--- src/hdl/sdp_pkg.sv ---
`timescale 1ns / 1ps
// Shared types and constants for the symmetric diagonal pivot core.
// No dependencies; every other file depends on this package.
package sdp_pkg;

    localparam int CMD_W         = 2;
    localparam int IDX_W         = 6;
    localparam int ELEM_W        = 64;
    localparam int SIZE_W        = 7;
    localparam int DEF_MAX_ORDER = 64;
    localparam int SIZE_RESET    = 64;

    // request opcodes
    typedef enum logic [CMD_W-1:0] {
        CMD_WRITE     = 2'd0,
        CMD_RUN       = 2'd1,
        CMD_READ_EL   = 2'd2,
        CMD_READ_PERM = 2'd3
    } t_cmd;

    // matrix store operations
    typedef enum logic [2:0] {
        MAT_NOP     = 3'd0,
        MAT_HOST_WR = 3'd1,
        MAT_HOST_RD = 3'd2,
        MAT_DIAG_RD = 3'd3,
        MAT_SW_RD_A = 3'd4,
        MAT_SW_RD_B = 3'd5,
        MAT_SW_WR_A = 3'd6,
        MAT_SW_WR_B = 3'd7
    } t_mat_op;

    // permutation table operations
    typedef enum logic [2:0] {
        PERM_NOP     = 3'd0,
        PERM_HOST_RD = 3'd1,
        PERM_SW_RD   = 3'd2,
        PERM_SW_WR_I = 3'd3,
        PERM_SW_WR_P = 3'd4,
        PERM_REV_RD  = 3'd5
    } t_perm_op;

    typedef enum logic [1:0] {
        RES_MAT  = 2'd0,
        RES_PERM = 2'd1,
        RES_DONE = 2'd2
    } t_res_kind;

    // controller -> datapath command word
    typedef struct packed {
        t_mat_op   mat_op;
        logic      col_phase;
        logic      scan_init;
        logic      scan_cmp;
        t_perm_op  perm_op;
        logic      rev_wr;
        t_res_kind res_kind;
    } t_dp_cmd;

    typedef struct packed {
        logic signed [ELEM_W-1:0] read_bits;
        logic [IDX_W-1:0]         forward_entry;
        logic [IDX_W-1:0]         reverse_entry;
        logic                     run_done;
    } t_result;

endpackage

--- src/hdl/sdp_ctrl.sv ---
`timescale 1ns / 1ps
// Sequencer for the pivot core: request decode, pivot loops, response timing.
// Depends on sdp_pkg; drives sdp_datapath through t_dp_cmd.
module sdp_ctrl #(
    parameter int  MAX_ORDER = sdp_pkg::DEF_MAX_ORDER,
    localparam int NW        = $clog2(MAX_ORDER + 1)
) (
    input  logic             i_clk,
    input  logic             i_rst_n,
    input  logic             i_req_valid,
    input  sdp_pkg::t_cmd    i_req_cmd,
    input  logic [NW-1:0]    i_size,
    input  logic             i_out_free,
    output logic             o_req_ready,
    output logic             o_out_load,
    output sdp_pkg::t_dp_cmd o_dp_cmd,
    output logic [NW-1:0]    o_pos_i,
    output logic [NW-1:0]    o_pos_j
);
    import sdp_pkg::*;

    typedef enum logic [13:0] {
        S_IDLE     = 14'h0001,
        S_RESP     = 14'h0002,
        S_PIV_CHK  = 14'h0004,
        S_SCAN     = 14'h0008,
        S_SCAN_END = 14'h0010,
        S_SW_RA    = 14'h0020,
        S_SW_RB    = 14'h0040,
        S_SW_WA    = 14'h0080,
        S_SW_WB    = 14'h0100,
        S_PERM_RD  = 14'h0200,
        S_PERM_WI  = 14'h0400,
        S_PERM_WP  = 14'h0800,
        S_REV      = 14'h1000,
        S_REV_END  = 14'h2000
    } t_state;

    t_state        r_state, n_state;
    t_cmd          r_cmd, n_cmd;
    logic [NW-1:0] r_i, n_i;
    logic [NW-1:0] r_j, n_j;
    logic          r_col, n_col;
    logic [NW-1:0] w_last;
    logic          w_last_j;

    assign w_last   = i_size - NW'(1);
    assign w_last_j = (r_j == w_last);
    assign o_pos_i  = r_i;
    assign o_pos_j  = r_j;

    always_comb begin
        n_state     = r_state;
        n_cmd       = r_cmd;
        n_i         = r_i;
        n_j         = r_j;
        n_col       = r_col;
        o_req_ready = 1'b0;
        o_out_load  = 1'b0;
        o_dp_cmd.mat_op    = MAT_NOP;
        o_dp_cmd.col_phase = r_col;
        o_dp_cmd.scan_init = 1'b0;
        o_dp_cmd.scan_cmp  = 1'b0;
        o_dp_cmd.perm_op   = PERM_NOP;
        o_dp_cmd.rev_wr    = 1'b0;
        o_dp_cmd.res_kind  = RES_MAT;

        case (r_state)
            S_IDLE: begin
                o_req_ready = 1'b1;
                if (i_req_valid) begin
                    n_cmd = i_req_cmd;
                    case (i_req_cmd)
                        CMD_WRITE: begin
                            o_dp_cmd.mat_op = MAT_HOST_WR;
                        end
                        CMD_RUN: begin
                            n_i     = '0;
                            n_state = S_PIV_CHK;
                        end
                        CMD_READ_EL: begin
                            o_dp_cmd.mat_op = MAT_HOST_RD;
                            n_state         = S_RESP;
                        end
                        default: begin
                            o_dp_cmd.perm_op = PERM_HOST_RD;
                            n_state          = S_RESP;
                        end
                    endcase
                end
            end
            S_PIV_CHK: begin
                if (r_i < w_last) begin
                    n_j     = r_i;
                    n_state = S_SCAN;
                end else begin
                    n_j     = '0;
                    n_state = S_REV;
                end
            end
            S_SCAN: begin
                // compare acts on the registered diagonal read from the cycle before
                o_dp_cmd.mat_op    = MAT_DIAG_RD;
                o_dp_cmd.scan_init = (r_j == r_i);
                o_dp_cmd.scan_cmp  = (r_j != r_i);
                if (w_last_j) begin
                    n_state = S_SCAN_END;
                end else begin
                    n_j = r_j + NW'(1);
                end
            end
            S_SCAN_END: begin
                o_dp_cmd.scan_cmp = 1'b1;
                n_j     = '0;
                n_col   = 1'b0;
                n_state = S_SW_RA;
            end
            S_SW_RA: begin
                o_dp_cmd.mat_op = MAT_SW_RD_A;
                n_state         = S_SW_RB;
            end
            S_SW_RB: begin
                o_dp_cmd.mat_op = MAT_SW_RD_B;
                n_state         = S_SW_WA;
            end
            S_SW_WA: begin
                o_dp_cmd.mat_op = MAT_SW_WR_A;
                n_state         = S_SW_WB;
            end
            S_SW_WB: begin
                o_dp_cmd.mat_op = MAT_SW_WR_B;
                if (w_last_j) begin
                    n_j = '0;
                    if (r_col) begin
                        n_col   = 1'b0;
                        n_state = S_PERM_RD;
                    end else begin
                        n_col   = 1'b1;
                        n_state = S_SW_RA;
                    end
                end else begin
                    n_j     = r_j + NW'(1);
                    n_state = S_SW_RA;
                end
            end
            S_PERM_RD: begin
                o_dp_cmd.perm_op = PERM_SW_RD;
                n_state          = S_PERM_WI;
            end
            S_PERM_WI: begin
                o_dp_cmd.perm_op = PERM_SW_WR_I;
                n_state          = S_PERM_WP;
            end
            S_PERM_WP: begin
                o_dp_cmd.perm_op = PERM_SW_WR_P;
                n_i              = r_i + NW'(1);
                n_state          = S_PIV_CHK;
            end
            S_REV: begin
                // read forward entry j, write reverse entry for j-1
                o_dp_cmd.perm_op = PERM_REV_RD;
                o_dp_cmd.rev_wr  = (r_j != '0);
                if (w_last_j) begin
                    n_state = S_REV_END;
                end else begin
                    n_j = r_j + NW'(1);
                end
            end
            S_REV_END: begin
                o_dp_cmd.rev_wr = 1'b1;
                n_state         = S_RESP;
            end
            S_RESP: begin
                case (r_cmd)
                    CMD_RUN:     o_dp_cmd.res_kind = RES_DONE;
                    CMD_READ_EL: o_dp_cmd.res_kind = RES_MAT;
                    default:     o_dp_cmd.res_kind = RES_PERM;
                endcase
                if (i_out_free) begin
                    o_out_load = 1'b1;
                    n_state    = S_IDLE;
                end
            end
            default: begin
                n_state = S_IDLE;
            end
        endcase
    end

    always_ff @(posedge i_clk) begin
        if (!i_rst_n) begin
            r_state <= S_IDLE;
            r_cmd   <= CMD_WRITE;
            r_i     <= '0;
            r_j     <= '0;
            r_col   <= 1'b0;
        end else begin
            r_state <= n_state;
            r_cmd   <= n_cmd;
            r_i     <= n_i;
            r_j     <= n_j;
            r_col   <= n_col;
        end
    end

endmodule

--- config.mk ---
export PLATFORM = sky130hd
export DESIGN_NAME = sdp_ctrl
export DESIGN_NICKNAME = d
export VERILOG_FILES = /design/src/hdl/sdp_pkg.sv /design/src/hdl/sdp_ctrl.sv
export SDC_FILE = /design/constraint.sdc
export NUM_CORES = 1
export LEC_CHECK = 0
export ABC_AREA = 1
export ABC_CLOCK_PERIOD_IN_PS = 2700
export BUFFER_PORTS_ARGS = -buffer_cell sky130_fd_sc_hd__buf_2
export CAP_MARGIN = 10
export CELL_PAD_IN_SITES_DETAIL_PLACEMENT = 1
export CELL_PAD_IN_SITES_GLOBAL_PLACEMENT = 2
export CORE_ASPECT_RATIO = 1.75
export CORE_UTILIZATION = 31
export DETAILED_ROUTE_END_ITERATION = 7
export GPL_TIMING_DRIVEN = 0
export PLACE_DENSITY = 0.82
export SLEW_MARGIN = 30
export SYNTH_ARGS = -nofsm -noshare
export SYNTH_HDL_FRONTEND = slang
export SYNTH_SLANG_ARGS = --single-unit
--- constraint.sdc ---
create_clock -name i_clk -period 2.7 [get_ports i_clk]
set_clock_uncertainty 0.2 [all_clocks]
set_input_delay 0.675 -clock i_clk [delete_from_list [all_inputs] [get_ports i_clk]]
set_output_delay 0.675 -clock i_clk [all_outputs]
set_load 0.01 [all_outputs]
==> results.sh <==
export IMPL_detail_route_drc_violations=0
export IMPL_cts_tree="built"
export IMPL_crit_path_start="r_state[11]"
export IMPL_global_route_wire_length_before_repair_um=14800
export IMPL_final_hold_viol_count=0
export IMPL_worst_path_dominant_cell_family="simple AND/OR/NAND/NOR gates"
export IMPL_synth_area_mm2=0.00280
export IMPL_synthesis_area_per_instance_um2=6.49
export IMPL_post_synth_top_count_cell="sky130_fd_sc_hd__nand2_1"
export IMPL_synthDominantCellAreaShare=0.222
export IMPL_clk_pin_slew_worst_paths_ps=60
export IMPL_synth_cell_type_count=43
export IMPL_num_io_pins=41
export IMPL_synth_compound_area_frac=0.0765
export IMPL_die_h_um=128
export IMPL_power_mw=1.47
export IMPL_vias=2924
export IMPL_first_global_vias=2992
export IMPL_gp_routability_congestion=0.815
export IMPL_synth_cells=431
export IMPL_port_buffer_count=40
export IMPL_max_slew_margin_rel=0.613
export IMPL_route_final_wire_length_um=9350
export IMPL_finalCritPeriodShare=0.977
export IMPL_synthFlopType="sky130_fd_sc_hd__dfxtp_1"
export IMPL_postSynthRegisterBits=31
export IMPL_slowest_cp_cell="sky130_fd_sc_hd__dfxtp_4"
export IMPL_ys_seq_area_frac=0.222
export IMPL_cpPeakStageDelay_ps=350
export IMPL_layout_area_overhead_vs_synth_pct=26.5
export IMPL_critPathLaunchType="flip-flop"
export IMPL_synthTopCellsByArea="sky130_fd_sc_hd__dfxtp_1 22%, sky130_fd_sc_hd__nand2_1 12%, sky130_fd_sc_hd__nand3_1 9.5%"
export IMPL_globalRouteTotalUtil=0.214
export IMPL_yosys_area_share_adder=0.0492
export IMPL_num_nets_final=520
export IMPL_worstReg2RegStart="r_state[2]"
export IMPL_synth_area_mux_share=0
export IMPL_synth_simple_gate_area_frac=0.496
export IMPL_clk_path_buf_depth=2
export IMPL_ratio_of_cells_with_drive_above_1_in_the_final_layout=0.304
export IMPL_crit_top_cell="sky130_fd_sc_hd__nor2_4"
export IMPL_n_antenna_cell=0
export IMPL_grt_start_max_net_pins=11
export IMPL_clock_latency_ps=280
export IMPL_finalNonFillerCells=614
export IMPL_synth_warning_count=0
export IMPL_initial_utilization=0.321
export IMPL_run_status="finished clean"
export IMPL_cts_buffers=5
export IMPL_critical_path_endpoint="o_dp_cmd[10]"
export IMPL_drv_max_cap_violation_count=0
export IMPL_worstPathRequired_ps=1820
export IMPL_cp_num_buf_inv=2
export IMPL_avgViaCountPerCell=4.76
export IMPL_power_density_mw_per_mm2=416
export IMPL_core_mm2=0.00873
export IMPL_drt_first_pass_iters=4
export IMPL_post_synth_edffs=0
export IMPL_cts_htree_levels=2
export IMPL_placed_cells=588
export IMPL_final_util=0.406
export IMPL_wl_per_cell_um=15.2
export IMPL_clock_root_cell="sky130_fd_sc_hd__clkbuf_16"
export IMPL_static_leakage_power_nw=1.82
export IMPL_antenna_left=0
export IMPL_asyncSetResetFlopFracSynth=0
export IMPL_rsz0062_at_grt="true"
export IMPL_worstPathCellList="nor2_4, nand2_4, nor2_4, buf_8, nand3_4, nor2_4, nand2_2, o21bai_1, buf_2"
export IMPL_antenna_found_initial=0
export IMPL_tightest_slew_ps=580
export IMPL_finalCriticalPeriod_ps=2640
export IMPL_syn_nets=455
export IMPL_synth_top_cells_by_count="86 x sky130_fd_sc_hd__nand2_1, 68 x sky130_fd_sc_hd__inv_1, 54 x sky130_fd_sc_hd__nor2_1"
export IMPL_die_width_um=73.8
export IMPL_row_count=45
export IMPL_worst_r2r_setup_slack_ps=550
export IMPL_setup_violations=0
export IMPL_floorplan_die_area_mm2=0.00942
export IMPL_crit_cells=9
export IMPL_r2r_cells=12
export IMPL_dominant_combinational_cell_family_by_area_after_synthesis="simple AND/OR/NAND/NOR gates"
export IMPL_gr_total_overflow=0
export IMPL_critPathMaxFanout=8
export IMPL_cp_end_kind="output port"
export IMPL_worst_setup_path_type="reg2out"
export IMPL_netlist_top_cell_by_area="sky130_fd_sc_hd__dfxtp_1"
export IMPL_worstHoldPathType="reg2reg"
export IMPL_critPathArrivalTime_ps=1760
export IMPL_timing_rr_end="o_pos_j[1]"
export IMPL_cts_num_sinks=31
export IMPL_dpl_hpwl_um=7570
export IMPL_slew_violations=0
export IMPL_drtIter0Drc=91
export IMPL_ir_worst_vdd_mv=0.400
export IMPL_fmax_mhz=379
export IMPL_yosys_area_share_xor_xnor=0.0376
==> where the power goes <==
group / internal [mW] / switching (mW)
Clock: 0.458 / 0.214
Sequential: 0.469 / 0.0137
Combinational: 0.116 / 0.202
Total: 1.04 / 0.430
==> area by class of cell <==
cell class | instances | area, um2
clock inverters | 2 | 35.0
repair buffers | 58 | 335
multi-input cells | 318 | 1920
inverters | 76 | 288
clock buffers | 6 | 139
fillers | 1164 | 5190
plain buffers | 6 | 47.5
flip-flops and latches | 31 | 633
well taps | 117 | 146
==> per-stage QoR <==
stage / setup TNS (ps) / instance area (um2) / setup WS [ps] / hold slack, ps
2_1_floorplan: 0 / 2800 / 172 / 240
3_3_place_gp: -3040 / 3140 / -408 / 258
3_5_place_dp: -3700 / 3140 / -457 / 273
4_1_cts: 0 / 3390 / 4.23 / 280
5_1_grt: -55.5 / 3540 / -42.0 / 303
6_report: 0 / 3540 / 63.2 / 272
==> state kept, by name, summed over array words and instances, names as in the netlist <==
signal / count
o_pos_i: 7
r_col: 1
r_cmd: 2
o_pos_j: 7
r_state: 14
==> cells in the final DEF (no fill, tap or decap), types with 2 or more instances in the layout <==
master                      synthesis  final
sky130_fd_sc_hd__nor2_2             7      7
sky130_fd_sc_hd__or2_2              2      2
sky130_fd_sc_hd__a21oi_1           12     11
sky130_fd_sc_hd__nand2_1           86     84
sky130_fd_sc_hd__nand2_4            6      6
sky130_fd_sc_hd__o21ai_1            3      3
sky130_fd_sc_hd__buf_2              1     41
sky130_fd_sc_hd__o21bai_1           2      2
sky130_fd_sc_hd__xnor2_1            2      2
sky130_fd_sc_hd__nor2_1            54     51
sky130_fd_sc_hd__nand3_4            2      2
sky130_fd_sc_hd__nand2_2            9     11
sky130_fd_sc_hd__buf_4              1     19
sky130_fd_sc_hd__nor4_1             4      2
sky130_fd_sc_hd__clkbuf_16          0      5
sky130_fd_sc_hd__nand4_2            3      2
sky130_fd_sc_hd__nor3_1            10     10
sky130_fd_sc_hd__xor2_1            10     10
sky130_fd_sc_hd__nor2_8             2      2
sky130_fd_sc_hd__dfxtp_2            0      7
sky130_fd_sc_hd__o21ai_2            3      3
sky130_fd_sc_hd__inv_1             68     64
sky130_fd_sc_hd__nor2_4             6      9
sky130_fd_sc_hd__ha_1              11     10
sky130_fd_sc_hd__nor4_2             0      2
sky130_fd_sc_hd__o21ai_0            3      3
sky130_fd_sc_hd__a21oi_2            2      3
sky130_fd_sc_hd__nand3_2            1      2
sky130_fd_sc_hd__dfxtp_1           31     23
sky130_fd_sc_hd__nor3_2             2      2
sky130_fd_sc_hd__nand4_1           14     14
sky130_fd_sc_hd__nand4_4            1      2
sky130_fd_sc_hd__nand3_1           53     52
sky130_fd_sc_hd__inv_2              7     11
==> worst register-to-register path: cells and delay by family (launching register included) <==
family	cells	cell delay (ps)
buffers and inverters	2	260
DFF	1	480
and+or+nand+nor	10	1120
==> cells by family (layout without fill, tap and decap cells) <==
logic type      after synthesis  after routing
flops                        31             31
compound gates               31             31
fa+ha+maj                    11             11
xor+xnor                     12             12
simple gates                264            264
buf+inv                      82            148
==> worst min path at each step <==
stage	from	cells after the start	end
detailed placement	r_cmd[0]	2	r_cmd[0]
global placement	r_cmd[0]	2	r_cmd[0]
global route	r_cmd[0]	2	r_cmd[0]
CTS	r_cmd[0]	2	r_cmd[0]
finish	r_cmd[0]	2	r_cmd[0]
floorplan	r_cmd[1]	2	r_cmd[1]
==> metal layers <==
metal | up-vias | GRT usage | share of wire
met5 | - | 0 | 0
met4 | 0 | 0.0995 | 0.034
li1 | 1513 | - | -
met3 | 19 | 0.0299 | 0.018
met2 | 45 | 0.430 | 0.59
met1 | 1347 | 0.199 | 0.36
==> repair_timing <==
| action | 4_1_cts | 5_1_grt |
|---|---|---|
| setup buffers | 4 | 14 |
| hold buffers | 0 | 0 |
| gates resized for setup | 9 | 20 |
| endpoints found under the setup margin | 12 | 13 |
| endpoints found under the hold margin | 0 | 0 |
| pin swaps | 4 | 10 |
Power figures use the tool's default switching activity.
